$ cat config.mk
export PLATFORM = sky130hd
export DESIGN_NAME = two_stacks_shared_memory
export DESIGN_NICKNAME = d
export VERILOG_FILES = /design/src/tssm_pkg.sv /design/src/two_stacks_shared_memory.sv /design/src/tssm_ctrl.sv /design/src/tssm_datapath.sv
export SDC_FILE = /design/constraint.sdc
export NUM_CORES = 2
export LEC_CHECK = 0
export BUFFER_PORTS_ARGS = -buffer_cell sky130_fd_sc_hd__buf_4
export CAP_MARGIN = 20
export CORE_MARGIN = 3
export CORE_UTILIZATION = 25
export CTS_BUF_LIST = sky130_fd_sc_hd__clkbuf_2 sky130_fd_sc_hd__clkbuf_4 sky130_fd_sc_hd__clkbuf_8
export DETAILED_ROUTE_END_ITERATION = 10
export PLACE_DENSITY_LB_ADDON = 0.12
export SYNTH_ARGS = -nofsm -noshare
export SYNTH_HDL_FRONTEND = slang
export SYNTH_SLANG_ARGS = --single-unit
export TNS_END_PERCENT = 10
$ cat constraint.sdc
create_clock -name clk_i -period 11.2 [get_ports clk_i]
set_input_delay 0.56 -clock clk_i [delete_from_list [all_inputs] [get_ports clk_i]]
set_output_delay 0.56 -clock clk_i [all_outputs]
set_load 0.02 [all_outputs]
$ cat src/tssm_pkg.sv
// ----------------------------------------------------------------------------
// tssm_pkg
// Shared types and constants for the two-stack shared-memory block.
// ----------------------------------------------------------------------------
package tssm_pkg;

  localparam int unsigned DefaultDepth = 64;
  localparam int unsigned WordWidth    = 32;

  localparam logic [WordWidth-1:0] UnderflowWord = '1;

  typedef enum logic [1:0] {
    CmdPushOne = 2'd0,
    CmdPushTwo = 2'd1,
    CmdPopOne  = 2'd2,
    CmdPopTwo  = 2'd3
  } cmd_e;

  typedef enum logic [1:0] {
    StOk        = 2'd0,
    StOverflow  = 2'd1,
    StUnderflow = 2'd2
  } status_e;

  typedef enum logic [1:0] {
    CtlIdle,
    CtlExec,
    CtlRead
  } ctl_state_e;

  typedef struct packed {
    cmd_e                        cmd;
    logic signed [WordWidth-1:0] push_value;
  } in_item_t;

  typedef struct packed {
    logic signed [WordWidth-1:0] pop_value;
    status_e                     status;
  } out_item_t;

  // Controller to datapath
  typedef struct packed {
    logic load_in;   // capture the accepted item
    logic exec;      // run the command: pointer update, memory access
    logic load_rd;   // move read data into the output register
  } dp_cmd_t;

  // Datapath to controller
  typedef struct packed {
    logic need_read; // held command is a pop of a non-empty stack
  } dp_status_t;

endpackage

$ cat src/two_stacks_shared_memory.sv
// ----------------------------------------------------------------------------
// two_stacks_shared_memory
// Two LIFO stacks sharing one DEPTH-word memory, growing toward each other.
// ----------------------------------------------------------------------------
// Usage:
//   Input channel (in_valid_i / in_stall_o / in_item_i) carries one command
//   per item: push to stack one or two, or pop from stack one or two.
//   Output channel (out_valid_o / out_stall_i / out_item_o) returns exactly
//   one result per item: the popped word and a status (ok, overflow on a
//   push into a full memory, underflow with all-ones word on an empty pop).
//   A push or a refused command runs in the execute state and its result
//   goes straight into the output register; a successful pop also passes
//   through the registered read of the shared memory port first.
//   The input is stalled while an item is being run by the sequencer, so a
//   new item is taken only once the previous one has reached the output register.
//   A new item is accepted while the previous result still waits in the
//   output register; its command runs only once that register is free.
//   When the receiver stalls, the result holds and the block stalls after
//   taking at most one more item.
//   Reset: both stacks empty, output channel empty; memory contents are
//   left as they are and are only read after being written.
// ----------------------------------------------------------------------------
module two_stacks_shared_memory #(
  parameter int unsigned DEPTH = tssm_pkg::DefaultDepth
) (
  input  logic                 clk_i,
  input  logic                 rst_ni,
  input  logic                 in_valid_i,
  output logic                 in_stall_o,
  input  tssm_pkg::in_item_t   in_item_i,
  output logic                 out_valid_o,
  input  logic                 out_stall_i,
  output tssm_pkg::out_item_t  out_item_o
);
  import tssm_pkg::*;

  dp_cmd_t    dp_cmd;
  dp_status_t dp_status;

  tssm_ctrl u_ctrl (
    .clk_i       (clk_i),
    .rst_ni      (rst_ni),
    .in_valid_i  (in_valid_i),
    .in_stall_o  (in_stall_o),
    .out_valid_o (out_valid_o),
    .out_stall_i (out_stall_i),
    .dp_status_i (dp_status),
    .dp_cmd_o    (dp_cmd)
  );

  tssm_datapath #(
    .DEPTH (DEPTH)
  ) u_datapath (
    .clk_i       (clk_i),
    .rst_ni      (rst_ni),
    .in_item_i   (in_item_i),
    .out_item_o  (out_item_o),
    .dp_cmd_i    (dp_cmd),
    .dp_status_o (dp_status)
  );

endmodule

$ cat src/tssm_ctrl.sv
// ----------------------------------------------------------------------------
// tssm_ctrl
// Sequencer: accepts an item, runs it once the output register is free,
// waits for the memory read on a non-empty pop, and tracks output valid.
// ----------------------------------------------------------------------------
module tssm_ctrl (
  input  logic                  clk_i,
  input  logic                  rst_ni,
  input  logic                  in_valid_i,
  output logic                  in_stall_o,
  output logic                  out_valid_o,
  input  logic                  out_stall_i,
  input  tssm_pkg::dp_status_t  dp_status_i,
  output tssm_pkg::dp_cmd_t     dp_cmd_o
);
  import tssm_pkg::*;

  ctl_state_e state_q, state_d;
  logic       out_valid_q, out_valid_d;
  logic       out_free;
  logic       out_load;

  assign out_free = !out_valid_q || !out_stall_i;

  always_comb begin
    state_d  = state_q;
    dp_cmd_o = '0;
    out_load = 1'b0;
    unique case (state_q)
      CtlIdle: begin
        if (in_valid_i) begin
          dp_cmd_o.load_in = 1'b1;
          state_d          = CtlExec;
        end
      end
      CtlExec: begin
        // hold until the output register can take a result
        if (out_free) begin
          dp_cmd_o.exec = 1'b1;
          if (dp_status_i.need_read) begin
            state_d = CtlRead;
          end else begin
            out_load = 1'b1;
            state_d  = CtlIdle;
          end
        end
      end
      CtlRead: begin
        // output register was emptied on the way here
        dp_cmd_o.load_rd = 1'b1;
        out_load         = 1'b1;
        state_d          = CtlIdle;
      end
      default: state_d = CtlIdle;
    endcase
  end

  always_comb begin
    out_valid_d = out_valid_q;
    if (out_valid_q && !out_stall_i) out_valid_d = 1'b0;
    if (out_load) out_valid_d = 1'b1;
  end

  always_ff @(posedge clk_i or negedge rst_ni) begin
    if (!rst_ni) begin
      state_q     <= CtlIdle;
      out_valid_q <= 1'b0;
    end else begin
      state_q     <= state_d;
      out_valid_q <= out_valid_d;
    end
  end

  assign in_stall_o  = (state_q != CtlIdle);
  assign out_valid_o = out_valid_q;

endmodule

$ cat src/tssm_datapath.sv
// ----------------------------------------------------------------------------
// tssm_datapath
// Shared word memory, the two stack pointers, the held item and the output
// register.
// ----------------------------------------------------------------------------
module tssm_datapath #(
  parameter int unsigned DEPTH = tssm_pkg::DefaultDepth
) (
  input  logic                  clk_i,
  input  logic                  rst_ni,
  input  tssm_pkg::in_item_t    in_item_i,
  output tssm_pkg::out_item_t   out_item_o,
  input  tssm_pkg::dp_cmd_t     dp_cmd_i,
  output tssm_pkg::dp_status_t  dp_status_o
);
  import tssm_pkg::*;

  localparam int unsigned CW = $clog2(DEPTH + 1);
  localparam int unsigned AW = (DEPTH > 1) ? $clog2(DEPTH) : 1;
  localparam logic [CW-1:0] TopCount = CW'(DEPTH);

  logic [WordWidth-1:0] mem_q [DEPTH];

  in_item_t             item_q;
  out_item_t            out_q, out_d;
  logic [CW-1:0]        low_count_q, low_count_d;
  logic [CW-1:0]        high_base_q, high_base_d;
  logic [WordWidth-1:0] rd_data_q;
  logic                 rd_en, wr_en;
  logic [AW-1:0]        rd_addr, wr_addr;
  logic                 has_room, one_empty, two_empty;
  logic [CW-1:0]        low_dec, high_dec;

  assign has_room  = (low_count_q < high_base_q);
  assign one_empty = (low_count_q == '0);
  assign two_empty = (high_base_q == TopCount);
  assign low_dec   = low_count_q - CW'(1);
  assign high_dec  = high_base_q - CW'(1);

  always_comb begin
    low_count_d = low_count_q;
    high_base_d = high_base_q;
    rd_en       = 1'b0;
    wr_en       = 1'b0;
    rd_addr     = low_dec[AW-1:0];
    wr_addr     = low_count_q[AW-1:0];
    out_d       = out_q;
    dp_status_o.need_read = 1'b0;
    unique case (item_q.cmd)
      CmdPushOne: begin
        wr_addr = low_count_q[AW-1:0];
        if (dp_cmd_i.exec) begin
          out_d.pop_value = '0;
          out_d.status    = has_room ? StOk : StOverflow;
          if (has_room) begin
            wr_en       = 1'b1;
            low_count_d = low_count_q + CW'(1);
          end
        end
      end
      CmdPushTwo: begin
        wr_addr = high_dec[AW-1:0];
        if (dp_cmd_i.exec) begin
          out_d.pop_value = '0;
          out_d.status    = has_room ? StOk : StOverflow;
          if (has_room) begin
            wr_en       = 1'b1;
            high_base_d = high_dec;
          end
        end
      end
      CmdPopOne: begin
        rd_addr = low_dec[AW-1:0];
        dp_status_o.need_read = !one_empty;
        if (dp_cmd_i.exec) begin
          if (one_empty) begin
            out_d.pop_value = UnderflowWord;
            out_d.status    = StUnderflow;
          end else begin
            rd_en       = 1'b1;
            low_count_d = low_dec;
          end
        end
      end
      CmdPopTwo: begin
        rd_addr = high_base_q[AW-1:0];
        dp_status_o.need_read = !two_empty;
        if (dp_cmd_i.exec) begin
          if (two_empty) begin
            out_d.pop_value = UnderflowWord;
            out_d.status    = StUnderflow;
          end else begin
            rd_en       = 1'b1;
            high_base_d = high_base_q + CW'(1);
          end
        end
      end
      default: ;
    endcase
    if (dp_cmd_i.load_rd) begin
      out_d.pop_value = rd_data_q;
      out_d.status    = StOk;
    end
  end

  always_ff @(posedge clk_i or negedge rst_ni) begin
    if (!rst_ni) begin
      low_count_q <= '0;
      high_base_q <= TopCount;
    end else begin
      low_count_q <= low_count_d;
      high_base_q <= high_base_d;
    end
  end

  always_ff @(posedge clk_i) begin
    if (dp_cmd_i.load_in) item_q <= in_item_i;
    out_q <= out_d;
  end

  always_ff @(posedge clk_i) begin
    if (wr_en) mem_q[wr_addr] <= item_q.push_value;
    if (rd_en) rd_data_q <= mem_q[rd_addr];
  end

  assign out_item_o = out_q;

endmodule

Word level (Yosys, flattened, before mapping)

Memories as Yosys holds them, arrays and structs flattened. A register that Yosys moved wholly into a read port is not among the register bits.
Cells that the tools add are included.
W data, S select, Z words.

Flip-flop bits (word level): 85
Bits in writable memories: 2,048
Output and inout bits: 36
Logic and storage cells: 102
Memories kept: 1

Memory list:

| name             | depth | bits a word | read ports | clocked after Yosys merged registers in | write ports | line                | RTL |
|---|---|---|---|---|---|---|---|
| u_datapath.mem_q | 64    | 32          | 1          | 1                                       | 1           | tssm_datapath.sv:22 | `logic [WordWidth-1:0] mem_q [DEPTH];` |

Add/subtract/negate cells: 4
Order comparisons: 1
Equal/unequal tests: 24
Mux-type cells: 45
Reductions and logical operators: 19

Operator list:

| kind                  | count |
|---|---|
| $mux W34              | 6 |
| $pmux W34 S3          | 1 |
| $mux W7               | 8 |
| $pmux W7 S2           | 2 |
| $reduce_and A5 Y1     | 4 |
| $mux W1               | 19 |
| $add A7 B1 Y7 const B | 2 |
| $ne A2 B2 Y1 const B  | 7 |
| $sub A7 B1 Y7 const B | 2 |
| $mux W6               | 2 |
| $ne A2 B1 Y1 const B  | 6 |
| $reduce_bool A2 Y1    | 4 |
| $eq A7 B7 Y1 const B  | 1 |
| $logic_not A7 Y1      | 1 |
| $lt A7 B7 Y1          | 1 |
| $eq A2 B2 Y1 const B  | 3 |
| $mux W2               | 3 |
| $ne A3 B2 Y1 const B  | 2 |
| $ne A3 B3 Y1 const B  | 2 |
| $pmux W1 S2           | 3 |
| $eq A2 B1 Y1 const B  | 2 |
| $logic_not A1 Y1      | 4 |
| $logic_not A2 Y1      | 2 |
| $pmux W2 S2           | 1 |
| 5 further kinds       | 5 |

Depth between registers and ports, before layout

Depth in word-level cells: 8
Depth in mapped cells: 14

Modules after synthesis

A second synthesis with hierarchy kept.

Cell total of the unflattened synthesis: 5,958
Area, all modules: 84,995.3 sq um

By module, submodules not included:

| module        | instances | cells each | area an instance (sq um) | seq. area each (sq um) |
|---|---|---|---|---|
| tssm_datapath | 1         | 5,935      | 84,762.5                 | 64,833.4 |
| tssm_ctrl     | 1         | 23         | 232.7                    | 75.1 |

Worst setup path after synthesis

No wires, ideal clock.

Path type: flip-flop to flip-flop
Start: register u_datapath.high_base_q[2]
End: memory u_datapath.mem_q[57][0] (enable)
Setup time: 421 ps
Data arrival time: 3,610 ps
Data required time: 10,779 ps
Setup slack: 7,169 ps
Cell stages (with the launch flop): 10
Path buffers: 1
Period minus slack after synthesis: 4,031 ps
Cells stage by stage: dfrtp_1 -> clkbuf_1 -> inv_1 -> ha_1 -> a21o_1 -> a211o_1 -> a21o_1 -> a211oi_1 -> nand2_1 -> nor2_1

Word-level cells in the longest chain between the ends: 6

Ends and longest elaborated chain:

| what                          | line                                     | RTL |
|---|---|---|
| start, declared               | tssm_datapath.sv:27                      | `logic [CW-1:0] high_base_q, high_base_d;` |
| start signal, assigned        | tssm_datapath.sv:109                     | `high_base_q <= TopCount;` |
| start signal, assigned        | tssm_datapath.sv:112                     | `high_base_q <= high_base_d;` |
| $lt A7 B7 Y1                  | tssm_datapath.sv:34                      | `assign has_room = (low_count_q < high_base_q);` |
| $mux W1                       | tssm_datapath.sv:55, tssm_datapath.sv:66 |  |
| $mux W1                       | tssm_datapath.sv:52                      | `if (dp_cmd_i.exec) begin` |
| $mux W1                       | -                                        |  |
| $mux W1                       | tssm_datapath.sv:122                     | `if (wr_en) mem_q[wr_addr] <= item_q.push_value;` |
| $mux W1 (implied by the code) | tssm_datapath.sv:122                     |  |
| end, declared                 | tssm_datapath.sv:22                      |  |

Several ways; a longest one is shown, not always the timed one.

Worst setup path after layout

Start: register u_datapath.item_q[33] in the netlist's numbering
End: register u_datapath.rd_data_q[12] (read register of u_datapath.mem_q) (data pin)

Word-level cells in the longest chain between the ends: 2

Ends and longest elaborated chain:

| what                                   | line                 | RTL |
|---|---|---|
| start, declared                        | tssm_datapath.sv:24  | `in_item_t item_q;` |
| start signal, assigned                 | tssm_datapath.sv:117 | `if (dp_cmd_i.load_in) item_q <= in_item_i;` |
| $eq A2 B2 Y1                           | tssm_datapath.sv:49  | `unique case (item_q.cmd)` |
| $pmux W1 S2 or $mux W6 (tied branches) | tssm_datapath.sv:49  |  |
| end, declared                          | tssm_datapath.sv:28  | `logic [WordWidth-1:0] rd_data_q;` |

Several ways; a longest one is shown, not always the timed one.
A chain may end at the register's enable or synchronous reset.

==> key figures <==
Route
  • DRT Pass-1 Iters: 6
  • Drt drc: 0
  • Vias post-DR: 44600
  • Antenna Nets Post-Route: 0
  • Total wire length: roughly 300000 µm
  • Vias/cell: approximately 4.8
  • Iter 0 DRT Violations: around 4400
  • Wire per inst: 31.7 µm

Setup path
  • CP peak stage delay: approximately 1.2 ns
  • CP Capture Point: u_datapath.rd_data_q[12]
  • R2R Path Start: u_datapath.item_q[33]
  • Worst EP arrival: 6.88 ns
  • Req. time, crit path: between 10 and 15 ns
  • RR Endpoint: u_datapath.rd_data_q[12]
  • Setup crit start: u_datapath.item_q[33]
  • CP Launch Type: register
  • CP Class: register to register
  • CP Max Fanout: 89
  • R2r setup slk: 5.07 ns
  • FF-to-FF path depth: 9
  • CP max stage cell: a221oi_1
  • CP endpoint kind: register
  • Crit-path cells: nand2_1 -> a31oi_4 -> buf_12 -> buf_4 -> o32a_1 -> o21ai_0 -> a221oi_1 -> a32oi_1 -> o21a_1

Yosys
  • Area fraction in compound gates after synthesis: 0.0698
  • Number of cells produced by synthesis: ~4200
  • Synth Area per Inst: about 20 µm²
  • Simple-gate share of the synthesized area: 0.0324
  • Post-synth EDFFs: between 2000 and 2500
  • Synth Area in Adders: 0.00238
  • Most used DFF post-synth: edfxtp_1
  • Cell variety after synth: between 60 and 70
  • YS warnings: 0
  • Multiplexer share of the synthesized area: 0.103
  • Flops & latches, synth: 2165
  • Syn Nets: roughly 4200
  • Xor and xnor fraction of the mapped netlist area: 0.00198
  • Main combinational cell family by area after synthesis: multiplexers
  • Register area share after synthesis: 0.771
  • Post-synth ARST share: 0.00785
  • Cell Area, Synth: between 80000 and 90000 µm²

Layout
  • Nets@finish: 4642
  • Area delta synth->final: 17.3%
  • Most common cell after layout, fill and taps aside: edfxtp_1
  • Final instance area: around 99000 µm²
  • Most frequent cells in the layout: 2146 x edfxtp_1, 398 x clkbuf_8, 384 x mux4_2
  • Layout cells sized above 1: 0.278

STA
  • Final period utilization: 0.548
  • Setup violators final: 0
  • Slew headroom: 0.0856
  • Crit path time final: 6.13 ns
  • Setup TNS: 0 ns
  • Slew Viols, Final: 0
  • Worst setup margin: between 5 and 6 ns
  • Slew @ Worst Pin: 1.37 ns
  • Max Fclk: approximately 160 MHz
  • RSZ-0062 raised after global routing: false
  • Clock skew: around 0.095 ns
  • Final hold vios: 0

Die
  • Chip Width: approximately 600 µm
  • Die ar.: around 340000 µm²
  • Initial Util: 0.252
  • Site row count: 212
  • Core Area: 334000 µm²
  • Die Ht: around 590 µm
  • Top-Level Pins: between 70 and 80

Placed design
  • DP HPWL: roughly 160000 µm
  • Placed cell area: 91000 µm²
  • Port-buffer cells: 73
  • GP Congestion: 0.781
  • Setup WS pre-CTS: about 5 ns

Run
  • Max_cap viols: 0

CTS
  • Clock insertion delay at the later pin of the skew report: between 1 and 1.5 ns
  • Number of gates resized after cts: 0
  • H-Tree Depth: 5
  • Clock Path Buffers: 4
  • Clk slew on worst S/H paths: about 0.060 ns
  • CTS Buf Count: 388
  • Root Driver: clkbuf_8
  • CTS tree: done
  • Clock sinks: around 2200

Power and ir drop
  • Pwr per Cell Area: roughly 290 nW/µm²
  • Maximum vdd drop: between 0.3 and 0.4 mV
  • P_leak: about 0.031 µW

Global routing
  • Largest net degree at the start of global routing: approximately 130
  • Vias in the first global route: ~46000
  • First-pass GRT wire length: 403000 µm
  • Gr usage total: 0.169
  • Overflow after GRT: 0
  • Initial antenna violation count: 20

Worst hold path
  • Hold Path Class: primary input to register

Status
  • Run status: finished, final reports clean
## synthesized netlist by cell type, types with 49 or more instances
cell type  count  area share
edfxtp_1    2146        0.77
mux4_2       384        0.10
and3_1       254       0.019
a211oi_1     192       0.017
clkbuf_1     188      0.0084
nor2_1       124      0.0055
nand2_1      112      0.0050
a221oi_1      88      0.0092
a22oi_1       66      0.0059
o31ai_1       66      0.0059
a21boi_0      64      0.0057
o32a_1        63      0.0075
o21ai_1       49      0.0029
## sequential cells by signal, indices dropped and copies added (netlist names)
signal	flops
u_ctrl.out_valid_o	1
u_datapath.rd_data_q	32
u_datapath.item_q	34
u_datapath.high_base_q	7
u_datapath.mem_q	2048
u_ctrl.state_q	2
u_datapath.out_item_o	34
u_datapath.low_count_q	7
## kinds of logic after synthesis
| group | count (synthesis) |
|---|---|
| flops | 2165 |
| compound gates | 755 |
| simple gates | 531 |
| mux | 390 |
| buf+inv | 305 |
| xor+xnor | 19 |
| fa+ha+maj | 16 |
## worst max-delay path, delay by kind of cell, from the launching register on
kind            cells  cell delay, ns
buf+inv             2            1.25
simple gates        1            0.66
compound gates      6            3.09
flops               1            0.75
## metal layers
metal | GRT usage | part of all wire
met1 | 0.238 | 0.46
met2 | 0.277 | 0.48
met3 | 0.0232 | 0.042
met4 | 0.0377 | 0.023
met5 | 0 | 0
## final cells by class
type | instances | area [µm²]
Multi-Input combinational cell | 1711 | 18400
Fill cell | 32800 | 236000
Sequential cell | 2165 | 64900
Antenna cell | 7 | 17.5
Clock buffer | 543 | 6570
Tap cell | 4387 | 5490
Clock inverter | 140 | 771
Timing Repair Buffer | 307 | 2510
Inverter | 15 | 56.3
## how the worst min path moves through the flow
| stage | startpoint | to | slack, ns | depth (start not counted) |
|---|---|---|---|---|
| after global routing | in_item_i[20] | u_datapath.item_q[20] | 0.17 | 2 |
| final | in_item_i[7] | u_datapath.item_q[7] | 0.27 | 2 |
| after CTS | in_item_i[9] | u_datapath.item_q[9] | 0.14 | 2 |
| after detailed placement | rst_ni | u_ctrl.out_valid_o | 0.47 | 1 |
| after global placement | rst_ni | u_ctrl.out_valid_o | 0.48 | 1 |
| after floorplan | rst_ni | u_ctrl.out_valid_o | 0.26 | 0 |
## report_power, final
group / internal [µW] / switching (µW)
Combinational: 3980 / 7780
Clock: 3880 / 3310
Sequential: 9630 / 293
Total: 17500 / 11400
## through the flow
| stage | total power, µW | util | instances | hold WS (ns) |
|---|---|---|---|---|
| floorplan | 16700 | - | 4181 | 0.264 |
| global placement | 22100 | 0.272 | 8537 | 0.476 |
| detailed placement | 22200 | 0.272 | 8545 | 0.471 |
| CTS | 29500 | 0.295 | 9267 | 0.137 |
| global route | 30200 | 0.295 | 9270 | 0.169 |
| finish | 28900 | 0.295 | 9275 | 0.271 |
## repair_timing
| item | in CTS | in global routing |
|---|---|---|
| endpoints found under the hold margin | 54 | 0 |
| hold buffers | 39 | 0 |
| setup buffers | 0 | 0 |
(Power assumes the default switching activity.)
